## config.mk

```make
export PLATFORM = sky130hd
export DESIGN_NAME = sample_timing_monitor_core
export DESIGN_NICKNAME = d
export VERILOG_FILES = /design/src/hdl/stm_pkg.sv /design/src/hdl/stm_divider.sv /design/src/hdl/stm_datapath.sv /design/src/hdl/stm_ctrl.sv /design/src/hdl/sample_timing_monitor_core.sv
export SDC_FILE = /design/constraint.sdc
export NUM_CORES = 2
export LEC_CHECK = 0
export ABC_CLOCK_PERIOD_IN_PS = 12850
export BUFFER_PORTS_ARGS = -buffer_cell sky130_fd_sc_hd__buf_2
export CORE_UTILIZATION = 40
export DETAILED_ROUTE_END_ITERATION = 7
export GPL_ROUTABILITY_DRIVEN = 1
export GPL_TIMING_DRIVEN = 1
export REMOVE_ABC_BUFFERS = 1
export SETUP_SLACK_MARGIN = 0.2
export SLEW_MARGIN = 20
export SYNTH_ARGS = -nofsm -noshare
export SYNTH_HDL_FRONTEND = slang
export SYNTH_SLANG_ARGS = --single-unit
```

## constraint.sdc

```tcl
create_clock -name clk -period 12.85 [get_ports clk]
set_clock_uncertainty 0.1 [all_clocks]
set_input_delay 1.285 -clock clk [delete_from_list [all_inputs] [get_ports clk]]
set_output_delay 1.285 -clock clk [all_outputs]
set_load 0.02 [all_outputs]
```

## src/hdl/stm_pkg.sv

```systemverilog
`default_nettype none
package stm_pkg;

  localparam logic [63:0] SIGN64 = 64'h8000_0000_0000_0000;
  localparam logic [31:0] ALL32 = 32'hFFFF_FFFF;
  localparam logic [26:0] CENTIHZ_SCALE = 27'd100000000;

  localparam logic [1:0] CFG_PERIOD = 2'd0;
  localparam logic [1:0] CFG_MAX_INTERVAL = 2'd1;
  localparam logic [1:0] CFG_WINDOW = 2'd2;

  // commands from controller to datapath
  typedef struct packed {
    logic load;       // capture input beat, rebuild trigger
    logic calc;       // compute elapsed and latencies
    logic div_start;  // start a division
    logic div_sel;    // 0: missed-count divide, 1: rate divide
    logic mul_step;   // one partial product of completed * scale
    logic miss_save;  // hold the missed-count quotient
    logic update;     // commit state and build result
    logic out_take;   // result taken downstream
  } stm_cmd_t;

  // status from datapath to controller
  typedef struct packed {
    logic div_busy;
    logic need_missed;
    logic need_rate;
    logic mul_done;
  } stm_sts_t;

endpackage
`default_nettype wire

```

## src/hdl/stm_divider.sv

```systemverilog
`default_nettype none
module stm_divider
  import stm_pkg::*;
(
  input  wire logic        clk,
  input  wire logic        rst_n,
  input  wire logic        start,
  input  wire logic [63:0] dividend,
  input  wire logic [63:0] divisor,
  output logic             busy,
  output logic [63:0]      quotient
);

  logic [63:0] quot_r, quot_nxt;
  logic [63:0] rem_r, rem_nxt;
  logic [63:0] dvs_r, dvs_nxt;
  logic [6:0]  cnt_r, cnt_nxt;
  logic        busy_r, busy_nxt;
  logic [64:0] trial;

  // shift-subtract restoring division, one quotient bit per cycle
  always_comb begin
    quot_nxt = quot_r;
    rem_nxt  = rem_r;
    dvs_nxt  = dvs_r;
    cnt_nxt  = cnt_r;
    busy_nxt = busy_r;
    trial    = {rem_r, quot_r[63]} - {1'b0, dvs_r};
    if (start) begin
      quot_nxt = dividend;
      rem_nxt  = '0;
      dvs_nxt  = divisor;
      cnt_nxt  = 7'd64;
      busy_nxt = 1'b1;
    end else if (busy_r) begin
      if (!trial[64]) begin
        rem_nxt  = trial[63:0];
        quot_nxt = {quot_r[62:0], 1'b1};
      end else begin
        rem_nxt  = {rem_r[62:0], quot_r[63]};
        quot_nxt = {quot_r[62:0], 1'b0};
      end
      cnt_nxt = cnt_r - 7'd1;
      if (cnt_r == 7'd1) begin
        busy_nxt = 1'b0;
      end
    end
  end

  always_ff @(posedge clk) begin
    if (!rst_n) begin
      busy_r <= 1'b0;
      cnt_r  <= '0;
    end else begin
      busy_r <= busy_nxt;
      cnt_r  <= cnt_nxt;
    end
    quot_r <= quot_nxt;
    rem_r  <= rem_nxt;
    dvs_r  <= dvs_nxt;
  end

  assign busy     = busy_r;
  assign quotient = quot_r;

endmodule
`default_nettype wire

```

## src/hdl/stm_datapath.sv

```systemverilog
`default_nettype none
module stm_datapath
  import stm_pkg::*;
(
  input  wire logic        clk,
  input  wire logic        rst_n,
  input  wire stm_cmd_t    cmd,
  output stm_sts_t         sts,
  input  wire logic        cfg_we,
  input  wire logic [1:0]  cfg_index,
  input  wire logic [26:0] cfg_data,
  input  wire logic [31:0] in_trigger_low,
  input  wire logic [62:0] in_read_start_us,
  input  wire logic        in_read_ok,
  input  wire logic [62:0] in_read_done_us,
  input  wire logic [62:0] in_pipeline_done_us,
  output logic [19:0]      out_interval_us,
  output logic [31:0]      out_missed_total,
  output logic [31:0]      out_read_error_total,
  output logic             out_report_valid,
  output logic [31:0]      out_rate_centihz,
  output logic [31:0]      out_min_period_out,
  output logic [31:0]      out_max_period_out,
  output logic [31:0]      out_max_read_latency_out,
  output logic [31:0]      out_max_pipeline_latency_out
);

  // configuration
  logic [15:0] period_cfg_r;
  logic [19:0] maxint_cfg_r;
  logic [26:0] window_cfg_r;

  // persistent state
  logic        have_prev_r;
  logic [63:0] prev_trig_r;
  logic [63:0] win_start_r;
  logic [31:0] win_samples_r;
  logic [31:0] min_per_r, max_per_r;
  logic [31:0] missed_r, rd_err_r;
  logic [31:0] max_rd_lat_r, max_pp_lat_r;

  // per-beat working registers
  logic [63:0] trig_r, rdone_r, pdone_r;
  logic        ok_r;
  logic [16:0] p_r;
  logic [63:0] el_r, welap_r;
  logic        el_pos_r, close_r;
  logic [31:0] rd_lat_r, pp_lat_r;
  logic [63:0] prod_r;
  logic [31:0] mul_a_r;
  logic [1:0]  mul_cnt_r;
  logic [31:0] miss_q_r;

  // output registers
  logic [19:0] o_int_r;
  logic [31:0] o_miss_r, o_err_r, o_rate_r, o_min_r, o_max_r, o_rdl_r, o_ppl_r;
  logic        o_rep_r;

  logic        div_busy;
  logic [63:0] div_q;
  logic [63:0] div_dvd, div_dvs;
  logic [63:0] start64, el_c, dr_c, dp_c, welap_c;
  logic [31:0] completed;

  function automatic logic [31:0] sat_lat(input logic [63:0] d);
    logic [31:0] r;
    if (d == '0 || d[63]) r = '0;
    else if (d[63:32] != '0) r = ALL32;
    else r = d[31:0];
    return r;
  endfunction

  assign start64   = {1'b0, in_read_start_us};
  assign el_c      = trig_r - prev_trig_r;
  assign dr_c      = rdone_r - trig_r;
  assign dp_c      = pdone_r - trig_r;
  assign welap_c   = trig_r - (have_prev_r ? win_start_r : trig_r);
  // samples in the window after this beat, minus one; a wrapped count gives zero
  assign completed = (win_samples_r == ALL32) ? '0 : win_samples_r;

  // divider operands: missed = (el + p/2) / p, rate = product / elapsed
  assign div_dvd = cmd.div_sel ? prod_r : (el_r + {48'd0, p_r[16:1]});
  assign div_dvs = cmd.div_sel ? welap_r : {47'd0, p_r};

  stm_divider u_div (
    .clk     (clk),
    .rst_n   (rst_n),
    .start   (cmd.div_start),
    .dividend(div_dvd),
    .divisor (div_dvs),
    .busy    (div_busy),
    .quotient(div_q)
  );

  assign sts.div_busy    = div_busy;
  assign sts.need_missed = have_prev_r && el_pos_r &&
                           (el_r > ({47'd0, p_r} + {48'd0, p_r[16:1]}));
  assign sts.need_rate   = close_r && (welap_r != '0);
  assign sts.mul_done    = (mul_cnt_r == 2'd0);

  always_ff @(posedge clk) begin
    if (!rst_n) begin
      period_cfg_r <= 16'd2500;
      maxint_cfg_r <= 20'd50000;
      window_cfg_r <= 27'd1000000;
    end else if (cfg_we) begin
      unique case (cfg_index)
        CFG_PERIOD:       period_cfg_r <= cfg_data[15:0];
        CFG_MAX_INTERVAL: maxint_cfg_r <= cfg_data[19:0];
        CFG_WINDOW:       window_cfg_r <= cfg_data;
        default: ;
      endcase
    end
  end

  // capture beat and work registers
  always_ff @(posedge clk) begin
    if (cmd.load) begin
      trig_r  <= start64 - {32'd0, (in_read_start_us[31:0] - in_trigger_low)};
      rdone_r <= {1'b0, in_read_done_us};
      pdone_r <= {1'b0, in_pipeline_done_us};
      ok_r    <= in_read_ok;
      p_r     <= (period_cfg_r == '0) ? 17'd1 : {1'b0, period_cfg_r};
    end
    if (cmd.calc) begin
      el_r     <= el_c;
      el_pos_r <= (el_c != '0) && !el_c[63];
      welap_r  <= welap_c;
      close_r  <= !welap_c[63] && (welap_c >= {37'd0, window_cfg_r});
      rd_lat_r <= sat_lat(dr_c);
      pp_lat_r <= sat_lat(dp_c);
      mul_a_r  <= completed;
      prod_r   <= '0;
    end
    // completed * 1e8 in two partial products, 32x14 and 32x13 bits
    if (cmd.mul_step) begin
      if (mul_cnt_r == 2'd2) begin
        prod_r <= {32'd0, mul_a_r} * {50'd0, CENTIHZ_SCALE[13:0]};
      end else if (mul_cnt_r == 2'd1) begin
        prod_r <= prod_r + (({32'd0, mul_a_r} * {51'd0, CENTIHZ_SCALE[26:14]}) << 14);
      end
    end
    // hold the missed quotient before the divider is reused
    if (cmd.miss_save) begin
      miss_q_r <= div_q[31:0];
    end
  end

  always_ff @(posedge clk) begin
    if (!rst_n) begin
      mul_cnt_r <= '0;
    end else if (cmd.calc) begin
      mul_cnt_r <= 2'd2;
    end else if (cmd.mul_step && mul_cnt_r != 2'd0) begin
      mul_cnt_r <= mul_cnt_r - 2'd1;
    end
  end

  // commit state and form the result
  always_ff @(posedge clk) begin
    logic [31:0] mn, mx, rdl, ppl, ms;
    logic [63:0] rate;
    if (!rst_n) begin
      have_prev_r   <= 1'b0;
      prev_trig_r   <= '0;
      win_start_r   <= '0;
      win_samples_r <= '0;
      min_per_r     <= ALL32;
      max_per_r     <= '0;
      missed_r      <= '0;
      rd_err_r      <= '0;
      max_rd_lat_r  <= '0;
      max_pp_lat_r  <= '0;
      o_int_r       <= '0;
      o_miss_r      <= '0;
      o_err_r       <= '0;
      o_rep_r       <= 1'b0;
      o_rate_r      <= '0;
      o_min_r       <= '0;
      o_max_r       <= '0;
      o_rdl_r       <= '0;
      o_ppl_r       <= '0;
    end else if (cmd.update) begin
      mn  = min_per_r;
      mx  = max_per_r;
      ms  = missed_r;
      rdl = max_rd_lat_r;
      ppl = max_pp_lat_r;
      if (have_prev_r && el_pos_r) begin
        if (sts.need_missed) ms = missed_r + miss_q_r - 32'd1;
        if (el_r[63:32] == '0) begin
          if (el_r[31:0] < mn) mn = el_r[31:0];
          if (el_r[31:0] > mx) mx = el_r[31:0];
        end
      end
      if (ok_r && rd_lat_r > rdl) rdl = rd_lat_r;
      if (pp_lat_r > ppl) ppl = pp_lat_r;
      if (welap_r == '0) rate = (mul_a_r != '0) ? {32'd0, ALL32} : '0;
      else rate = div_q;

      o_int_r  <= (have_prev_r && el_pos_r && el_r <= {44'd0, maxint_cfg_r})
                  ? el_r[19:0] : {3'd0, p_r};
      o_miss_r <= ms;
      o_err_r  <= ok_r ? rd_err_r : rd_err_r + 32'd1;
      o_rep_r  <= close_r;
      o_rate_r <= close_r ? ((rate[63:32] != '0) ? ALL32 : rate[31:0]) : '0;
      o_min_r  <= close_r ? ((mn == ALL32) ? '0 : mn) : '0;
      o_max_r  <= close_r ? mx : '0;
      o_rdl_r  <= close_r ? rdl : '0;
      o_ppl_r  <= close_r ? ppl : '0;

      have_prev_r <= 1'b1;
      prev_trig_r <= trig_r;
      missed_r    <= ms;
      rd_err_r    <= ok_r ? rd_err_r : rd_err_r + 32'd1;
      if (close_r) begin
        win_start_r   <= trig_r;
        win_samples_r <= 32'd1;
        min_per_r     <= ALL32;
        max_per_r     <= '0;
        max_rd_lat_r  <= '0;
        max_pp_lat_r  <= '0;
      end else begin
        if (!have_prev_r) win_start_r <= trig_r;
        win_samples_r <= win_samples_r + 32'd1;
        min_per_r     <= mn;
        max_per_r     <= mx;
        max_rd_lat_r  <= rdl;
        max_pp_lat_r  <= ppl;
      end
    end
  end

  assign out_interval_us              = o_int_r;
  assign out_missed_total             = o_miss_r;
  assign out_read_error_total         = o_err_r;
  assign out_report_valid             = o_rep_r;
  assign out_rate_centihz             = o_rate_r;
  assign out_min_period_out           = o_min_r;
  assign out_max_period_out           = o_max_r;
  assign out_max_read_latency_out     = o_rdl_r;
  assign out_max_pipeline_latency_out = o_ppl_r;

  // no report fields without a closed window
  assert property (@(posedge clk) disable iff (!rst_n)
    !out_report_valid |-> (out_rate_centihz == '0 && out_max_period_out == '0))
    else $error("report fields set without report");
  // a window reset leaves min period at all ones
  assert property (@(posedge clk) disable iff (!rst_n)
    $past(cmd.update) && $past(close_r) |-> min_per_r == ALL32)
    else $error("window not restarted");
  // interval never zero once a result is formed
  assert property (@(posedge clk) disable iff (!rst_n)
    $past(cmd.update) |-> out_interval_us != '0)
    else $error("zero interval");

endmodule
`default_nettype wire

```

## src/hdl/stm_ctrl.sv

```systemverilog
`default_nettype none
module stm_ctrl
  import stm_pkg::*;
(
  input  wire logic     clk,
  input  wire logic     rst_n,
  input  wire logic     in_valid,
  output logic          in_ready,
  output logic          out_valid,
  input  wire logic     out_ready,
  input  wire stm_sts_t sts,
  output stm_cmd_t      cmd
);

  localparam logic [2:0] ST_IDLE  = 3'd0;
  localparam logic [2:0] ST_CALC  = 3'd1;
  localparam logic [2:0] ST_MISS  = 3'd2;
  localparam logic [2:0] ST_MUL   = 3'd3;
  localparam logic [2:0] ST_RATE  = 3'd4;
  localparam logic [2:0] ST_WAIT  = 3'd5;
  localparam logic [2:0] ST_COMMIT = 3'd6;

  logic [2:0] state_r, state_nxt;
  logic       ov_r, ov_nxt;
  logic       acc;

  // accept while idle, even if the previous result still waits
  assign in_ready  = (state_r == ST_IDLE);
  assign acc       = in_valid && in_ready;
  assign out_valid = ov_r;

  always_comb begin
    state_nxt = state_r;
    ov_nxt    = ov_r;
    cmd       = '0;
    cmd.out_take = ov_r && out_ready;
    if (cmd.out_take) ov_nxt = 1'b0;
    unique case (state_r)
      ST_IDLE: begin
        cmd.load = acc;
        if (acc) state_nxt = ST_CALC;
      end
      ST_CALC: begin
        cmd.calc  = 1'b1;
        state_nxt = ST_MISS;
      end
      ST_MISS: begin
        cmd.mul_step = 1'b1;
        if (sts.need_missed) begin
          cmd.div_start = 1'b1;
          state_nxt     = ST_MUL;
        end else begin
          state_nxt = ST_MUL;
        end
      end
      ST_MUL: begin
        cmd.mul_step = 1'b1;
        if (!sts.div_busy && sts.mul_done) state_nxt = ST_RATE;
      end
      ST_RATE: begin
        // hold the missed quotient, then reuse the divider for the rate
        cmd.miss_save = 1'b1;
        cmd.div_sel   = 1'b1;
        if (sts.need_rate) begin
          cmd.div_start = 1'b1;
          state_nxt     = ST_WAIT;
        end else begin
          state_nxt = ST_COMMIT;
        end
      end
      ST_WAIT: begin
        cmd.div_sel = 1'b1;
        if (!sts.div_busy) state_nxt = ST_COMMIT;
      end
      ST_COMMIT: begin
        if (!ov_r || out_ready) begin
          cmd.update = 1'b1;
          ov_nxt     = 1'b1;
          state_nxt  = ST_IDLE;
        end
      end
      default: state_nxt = ST_IDLE;
    endcase
  end

  always_ff @(posedge clk) begin
    if (!rst_n) begin
      state_r <= ST_IDLE;
      ov_r    <= 1'b0;
    end else begin
      state_r <= state_nxt;
      ov_r    <= ov_nxt;
    end
  end

  assert property (@(posedge clk) disable iff (!rst_n)
    cmd.update |-> (!ov_r || out_ready))
    else $error("result overwritten");
  assert property (@(posedge clk) disable iff (!rst_n)
    acc |=> state_r == ST_CALC)
    else $error("beat not started");
  assert property (@(posedge clk) disable iff (!rst_n)
    cmd.update |=> out_valid)
    else $error("result lost");

endmodule
`default_nettype wire

```

## src/hdl/sample_timing_monitor_core.sv

```systemverilog
// Channel | Direction | Handshake            | Payload
// in      | input     | in_valid/in_ready    | trigger, read start/done, ok, pipeline done
// out     | output    | out_valid/out_ready  | interval, totals, window report
// cfg     | input     | cfg_we, cfg_index    | cfg_data (27 bits)
// Each beat runs the missed-sample divide and the rate divide only when they
// are needed, and no new beat is taken until the last one commits; a 64-step
// shift-subtract divider serves both, one after the other.
// Reset is synchronous on rst_n; configuration returns to its defaults.
// A result waits in the output register; a new beat is taken meanwhile, and
// the commit stalls while the previous result is still not taken.
`default_nettype none
module sample_timing_monitor_core
  import stm_pkg::*;
(
  input  wire logic        clk,
  input  wire logic        rst_n,
  input  wire logic        in_valid,
  output logic             in_ready,
  input  wire logic [31:0] in_trigger_low,
  input  wire logic [62:0] in_read_start_us,
  input  wire logic        in_read_ok,
  input  wire logic [62:0] in_read_done_us,
  input  wire logic [62:0] in_pipeline_done_us,
  output logic             out_valid,
  input  wire logic        out_ready,
  output logic [19:0]      out_interval_us,
  output logic [31:0]      out_missed_total,
  output logic [31:0]      out_read_error_total,
  output logic             out_report_valid,
  output logic [31:0]      out_rate_centihz,
  output logic [31:0]      out_min_period_out,
  output logic [31:0]      out_max_period_out,
  output logic [31:0]      out_max_read_latency_out,
  output logic [31:0]      out_max_pipeline_latency_out,
  input  wire logic        cfg_we,
  input  wire logic [1:0]  cfg_index,
  input  wire logic [26:0] cfg_data
);

  stm_cmd_t cmd;
  stm_sts_t sts;

  stm_ctrl u_ctrl (
    .clk      (clk),
    .rst_n    (rst_n),
    .in_valid (in_valid),
    .in_ready (in_ready),
    .out_valid(out_valid),
    .out_ready(out_ready),
    .sts      (sts),
    .cmd      (cmd)
  );

  stm_datapath u_dp (
    .clk                         (clk),
    .rst_n                       (rst_n),
    .cmd                         (cmd),
    .sts                         (sts),
    .cfg_we                      (cfg_we),
    .cfg_index                   (cfg_index),
    .cfg_data                    (cfg_data),
    .in_trigger_low              (in_trigger_low),
    .in_read_start_us            (in_read_start_us),
    .in_read_ok                  (in_read_ok),
    .in_read_done_us             (in_read_done_us),
    .in_pipeline_done_us         (in_pipeline_done_us),
    .out_interval_us             (out_interval_us),
    .out_missed_total            (out_missed_total),
    .out_read_error_total        (out_read_error_total),
    .out_report_valid            (out_report_valid),
    .out_rate_centihz            (out_rate_centihz),
    .out_min_period_out          (out_min_period_out),
    .out_max_period_out          (out_max_period_out),
    .out_max_read_latency_out    (out_max_read_latency_out),
    .out_max_pipeline_latency_out(out_max_pipeline_latency_out)
  );

endmodule
`default_nettype wire
```

* Word-level counts from Yosys, hierarchy flattened
Cells that the tools add are included.
** Cells by class
- Add/subtract/negate cells :: 16
- Multipliers :: 2
- Order comparisons :: 7
- Equal/unequal tests :: 17
- Muxes and demuxes :: 67
- Bitwise logic cells :: 2
- Reduce and logical (&&, ||, !) cells :: 45
** Operators by type and width (count)
- 64-bit 2-to-1 mux :: 13
- 32-bit 2-to-1 mux :: 25
- 64-bit zero test :: 3
- 32-bit nonzero test :: 4
- 64-bit nonzero test :: 2
- 63-bit by 64-bit subtractor with 64-bit output :: 2
- 64-bit subtractor :: 2
- 32-bit greater-than comparator :: 3
- 65-bit by 64-bit subtractor with 65-bit output :: 1
- 32-bit by 1-bit adder with 32-bit output (second input constant) :: 2
- 64-bit by 16-bit adder with 64-bit output :: 1
- 64-bit by 59-bit adder with 64-bit output :: 1
- 32-bit equality test (second input constant) :: 2
- 64-bit by 27-bit >= comparator with 1-bit output :: 1
- 64-bit greater-than comparator :: 1
- 64-bit by 20-bit <= comparator with 1-bit output :: 1
- 63-bit by 32-bit subtractor with 64-bit output :: 1
- 32-bit by 13-bit multiplier with 45-bit output (second input constant) :: 1
- 32-bit by 6-bit multiplier with 38-bit output (second input constant) :: 1
- 32-bit adder :: 1
- 32-bit zero test :: 1
- 32-bit < comparator :: 1
- 32-bit by 1-bit subtractor with 32-bit output (second input constant) :: 1
- 32-bit subtractor :: 1
- other kinds (31) :: 84
** Storage, ports and cells
- Register bits :: 1333
- Logic and storage cells :: 202

* Longest topological paths before layout
- Word-level depth :: 9
- Depth in mapped cells :: 37
- Mapped depth without buffers :: 37

* By module
From an unflattened synthesis, not the netlist that was laid out.
** Unflattened totals
- Cell total of the unflattened synthesis :: 10748
- Area, all modules :: 96425.0 um^2
** By module, submodules not included
- stm_datapath :: instances 1, cells each 9526, area an instance 84202.0 um^2, sequential area each 27376.3 um^2
- stm_divider :: instances 1, cells each 1177, area an instance 11870.1 um^2, sequential area each 5285.1 um^2
- stm_ctrl :: instances 1, cells each 45, area an instance 352.8 um^2, sequential area each 80.1 um^2

* Least setup slack after synthesis
No wires, ideal clock.
- Path kind :: flip-flop to flip-flop
- Start :: reg u_dp.mul_a_r[6]
- End :: reg u_dp.prod_r[63]
- Library setup time :: 60 ps
- Data arrival time :: 7925 ps
- Data required time :: 12690 ps
- Path slack :: 4764 ps
- Cell stages (with the launch flop) :: 34
- Buffers on the path :: 0
- Clock period less this slack :: 8086 ps
- Cell sequence :: edfxtp_1 > inv_1 > ha_1 > fa_1 > inv_1 > fa_1 > fa_1 > fa_1 > inv_1 > ha_1 > o21ai_0 > a21oi_1 > o41ai_1 > o31ai_1 > or4_1 > a21oi_1 > o31ai_1 > a31oi_1 > o21ai_1 > o21a_1 > nor2_1 > xnor2_1 > ha_1 > o2111a_1 > nand2_1 > a2bb2oi_1 > o211ai_1 > o211ai_1 > a31oi_1 > o21ai_0 > nand2_1 > nand4_1 > o41ai_1 > nand2b_1
** Between the ends
- Word-level cells in the longest chain between the ends :: 5
** Ends and longest elaborated chain
- start: declaration :: RTL line stm_datapath.sv:50 : logic [31:0] mul_a_r;
- start signal: assignment :: RTL line stm_datapath.sv:132 : mul_a_r <= completed;
- 32-bit by 13-bit multiplier with 45-bit output :: RTL line stm_datapath.sv:140 : prod_r <= prod_r + (({32'd0, mul_a_r} * {51'd0, CENTIHZ_SCALE[26:14]}) << 14);
- 64-bit by 59-bit adder with 64-bit output :: RTL line stm_datapath.sv:140
- 64-bit 2-to-1 mux :: RTL line stm_datapath.sv:139 : end else if (mul_cnt_r == 2'd1) begin
- 64-bit 2-to-1 mux :: RTL line stm_datapath.sv:137 : if (mul_cnt_r == 2'd2) begin
- 64-bit 2-to-1 mux :: RTL line stm_datapath.sv:136 : if (cmd.mul_step) begin
- end signal: assignment :: RTL line stm_datapath.sv:138 : prod_r <= {32'd0, mul_a_r} * {50'd0, CENTIHZ_SCALE[13:0]};
- end signal: assignment :: RTL line stm_datapath.sv:140
- end: declaration :: RTL line stm_datapath.sv:49 : logic [63:0] prod_r;
Every way passes these cells.
A chain may end at the register's enable or synchronous reset.

* Worst setup path in the final report
- Start :: reg u_dp.mul_a_r[7]
- End :: reg u_dp.prod_r[63]
Same word-level chain as after synthesis.

==> impl_metrics.sql <==
INSERT INTO impl_metrics (metric_group, metric, value, unit) VALUES
('worst_setup_path', 'critical_path.startpoint_type', 'flop', ''),
('floorplanning', 'fp.coreArea', '238000', 'sq um'),
('routing', 'routed.top_layer', 'met5', ''),
('pwr', 'powerDensity', '221', 'nW/um^2'),
('yosys', 'ff_latch_count_synth', '1332', ''),
('global_route', 'antenna_violations_before_repair', '34', ''),
('clocking', 'cts_sinks', '1332', ''),
('sta', 'fin_worst_hold_slack', '353', 'ps'),
('cells_and_area', 'area_delta_synth_final', '11.7', '%'),
('floorplanning', 'top_level_ports', '503', ''),
('sta', 'finalWorstPathRequiredPeriod', '9860', 'ps'),
('clocking', 'depth_of_the_cts_h_tree', '4', ''),
('floorplanning', 'die-height', '491', 'um'),
('clocking', 'cts.repair.resized', '0', ''),
('routing', 'drcViolationCount', '120', ''),
('routing', 'm1WireLength', '146000', 'um'),
('global_route', 'maximum_number_of_pins_on_one_net_before_global_route_repair', '162', ''),
('sta', 'max_slew_violation_count', '0', ''),
('global_route', 'grt_pass1_wl', '476000', 'um'),
('status', 'violations', 'DRC', ''),
('floorplanning', 'die-area', '241000', 'sq um'),
('yosys', 'synth_warnings', '0', ''),
('pwr', 'total_leakage_power', '45.7', 'nW'),
('yosys', 'ys_seq_area_share', '34.2', '%'),
('worst_hold_path', 'hold_path.class', 'flop to flop', ''),
('worst_setup_path', 'critical_path.top_delay_family', 'compound AO/OA/AOI/OAI gates', ''),
('sta', 'final_min_period_over_clock_period', '76.7', '%'),
('clocking', 'buffer_depth_of_the_longest_clock_path', '3', ''),
('clocking', 'clkLatencyLatePin', '880', 'ps'),
('worst_setup_path', 'worst_ep_arrival_time', '10510', 'ps'),
('sta', 'tightestPinTransition', '1080', 'ps'),
('clocking', 'post-cts-setup-buffers', '0', ''),
('clocking', 'tritoncts', 'done', ''),
('sta', 'hold_violations', '0', ''),
('clocking', 'tritoncts.num_buffers', '157', ''),
('yosys', 'synth-edff-count', '607', ''),
('routing', 'vias', '81200', ''),
('routing', 'initialDrtViolationCount', '7043', ''),
('routing', 'detail_route.first_pass.iterations', '8', ''),
('worst_setup_path', 'type_of_destination_of_the_critical_path', 'flop', ''),
('place', 'placement.io_buffers', '502', ''),
('yosys', 'post-synth-top-count-cell', 'sky130_fd_sc_hd__nand2_1', ''),
('cells_and_area', 'postLayoutCoreUtil', '44.9', '%'),
('worst_setup_path', 'critPathMostFrequentCell', 'sky130_fd_sc_hd__fa_1', ''),
('routing', 'avgViaCountPerCell', '5.65', ''),
('place', 'gp_congestion', '0.956', ''),
('floorplanning', 'initial_utilization', '40.2', '%'),
('routing', 'metal3_wl', '20200', 'um'),
('routing', 'routed-wl-met2', '141000', 'um'),
('yosys', 'synth_area_leader_cell', 'sky130_fd_sc_hd__edfxtp_1', ''),
('sta', 'setup_viol', '0', ''),
('yosys', 'synth.cells.most_frequent', '1149 x sky130_fd_sc_hd__nand2_1, 1006 x sky130_fd_sc_hd__inv_1, 980 x sky130_fd_sc_hd__ha_1, 876 x sky130_fd_sc_hd__a21oi_1, 725 x sky130_fd_sc_hd__dfxtp_1', ''),
('sta', 'max_freq', '101', 'MHz'),
('yosys', 'synth_top_flop_cell', 'sky130_fd_sc_hd__dfxtp_1', ''),
('worst_setup_path', 'critical-path-slowest-cell', 'sky130_fd_sc_hd__edfxtp_1', ''),
('global_route', 'first_global_vias', '77800', ''),
('sta', 'final.setup.tns', '0', 'ps'),
('cells_and_area', 'layout-drive-gt1-share', '8.57', '%'),
('yosys', 'syn-cell-area', '95800', 'sq um'),
('status', 'run_status', 'complete, but fails checks', ''),
('yosys', 'synth-async-reset-ratio', '0', '%'),
('worst_setup_path', 'timing.critical_path.required', '13490', 'ps'),
('pwr', 'vdd.ir_drop.worst', '0.430', 'mV'),
('floorplanning', 'row_count', '179', ''),
('sta', 'remaining_max_slew_budget_at_the_tightest_pin', '27.8', '%'),
('sta', 'grt_setup_unrepaired', 'false', ''),
('clocking', 'cts.hold.buffers_added', '0', ''),
('yosys', 'ys_types', '97', ''),
('worst_setup_path', 'worstPathMaxFanout', '10', ''),
('yosys', 'yosysTopAreaCellShare', '19.0', '%'),
('worst_setup_path', 'critical_path.max_stage_delay', '680', 'ps');
-- state kept, by name, indices dropped and copies added, names as in the netlist, 64 cells and up --
| signal | count |
|---|---|
| u_dp.el_r | 64 |
| u_dp.prev_trig_r | 64 |
| u_dp.prod_r | 64 |
| u_dp.trig_r | 64 |
| u_dp.u_div.dvs_r | 64 |
| u_dp.u_div.quotient | 64 |
| u_dp.u_div.rem_r | 64 |
| u_dp.welap_r | 64 |
| u_dp.win_start_r | 64 |
-- cells in the final DEF (no fill, tap or decap), types with 219 or more instances in the layout --
| master | n |
|---|---|
| sky130_fd_sc_hd__nand2_1 | 1148 |
| sky130_fd_sc_hd__inv_1 | 1003 |
| sky130_fd_sc_hd__ha_1 | 980 |
| sky130_fd_sc_hd__a21oi_1 | 873 |
| sky130_fd_sc_hd__dfxtp_1 | 723 |
| sky130_fd_sc_hd__o21ai_0 | 684 |
| sky130_fd_sc_hd__edfxtp_1 | 607 |
| sky130_fd_sc_hd__nor2_1 | 558 |
| sky130_fd_sc_hd__buf_2 | 501 |
| sky130_fd_sc_hd__a21o_1 | 349 |
| sky130_fd_sc_hd__xnor2_1 | 322 |
| sky130_fd_sc_hd__xor2_1 | 274 |
| sky130_fd_sc_hd__mux2i_1 | 264 |
| sky130_fd_sc_hd__fa_1 | 232 |
| sky130_fd_sc_hd__nand3_1 | 219 |
-- area by class of cell --
cell class                 count  area (sq um)
antenna                       10          25.0
clock buffer                 199          4400
clock inverter                96          1150
fill                       23000        131000
inverter                    1008          3790
multi-input combinational   7987         57700
sequential                  1332         32700
tap                         3167          3960
timing repair buffer         583          3170
-- through the flow --
step                      std cells  instance area, sq um  setup WS (ps)
after floorplan               10300                 94000          -2430
after global placement        14100                101000           2840
after detailed placement      14100                101000           2710
after CTS                     14400                107000           2600
after global routing          14400                107000           2410
final                         14400                107000           2990
-- where the power goes --
group	leakage, nW	internal, mW	total (mW)	switching [mW]
Clock	2.70	2.74	4.76	2.02
Combinational	31.4	5.46	13.6	8.16
Sequential	11.6	4.88	5.32	0.434
Total	45.7	13.1	23.7	10.6
-- layer usage --
layer | GRT usage (%) | vias to the layer above
met2 | 40.6 | 2776
met3 | 3.41 | 465
li1 | - | 38800
met5 | 0 | -
met4 | 7.65 | 34
met1 | 35.8 | 39100
-- tightest hold or removal path: stages (launching register included) --
cell	delay (ps)
sky130_fd_sc_hd__dfxtp_1	300
sky130_fd_sc_hd__nand2_1	50
sky130_fd_sc_hd__a21oi_1	50
-- path summary, 6_finish.rpt --
check                           slack [ps]  depth (start not counted)                                 to                               from
worst min-delay path                   350                          2  u_dp.prev_trig_r[24]$_SDFFE_PN0P_  u_dp.prev_trig_r[24]$_SDFFE_PN0P_
worst max register to register        2990                         32            u_dp.prod_r[63]$_DFF_P_      u_dp.mul_a_r[7]$_SDFFCE_PN0P_
worst max-delay path                  2990                         32            u_dp.prod_r[63]$_DFF_P_      u_dp.mul_a_r[7]$_SDFFCE_PN0P_
worst min register to register         350                          2  u_dp.prev_trig_r[24]$_SDFFE_PN0P_  u_dp.prev_trig_r[24]$_SDFFE_PN0P_
-- logic make-up (layout without fill, tap and decap cells) --
family | count (synthesis) | in the layout | synth area share, %
flops | 1332 | 1332 | 34.2
buf+inv | 1462 | 1886 | 5.81
compound gates | 2956 | 2956 | 19.5
mux | 269 | 269 | 2.82
simple gates | 2951 | 2951 | 14.6
fa+ha+maj | 1212 | 1212 | 17.6
other cells | 0 | 10 | 0
xor+xnor | 599 | 599 | 5.48
(Power assumes the default switching activity.)
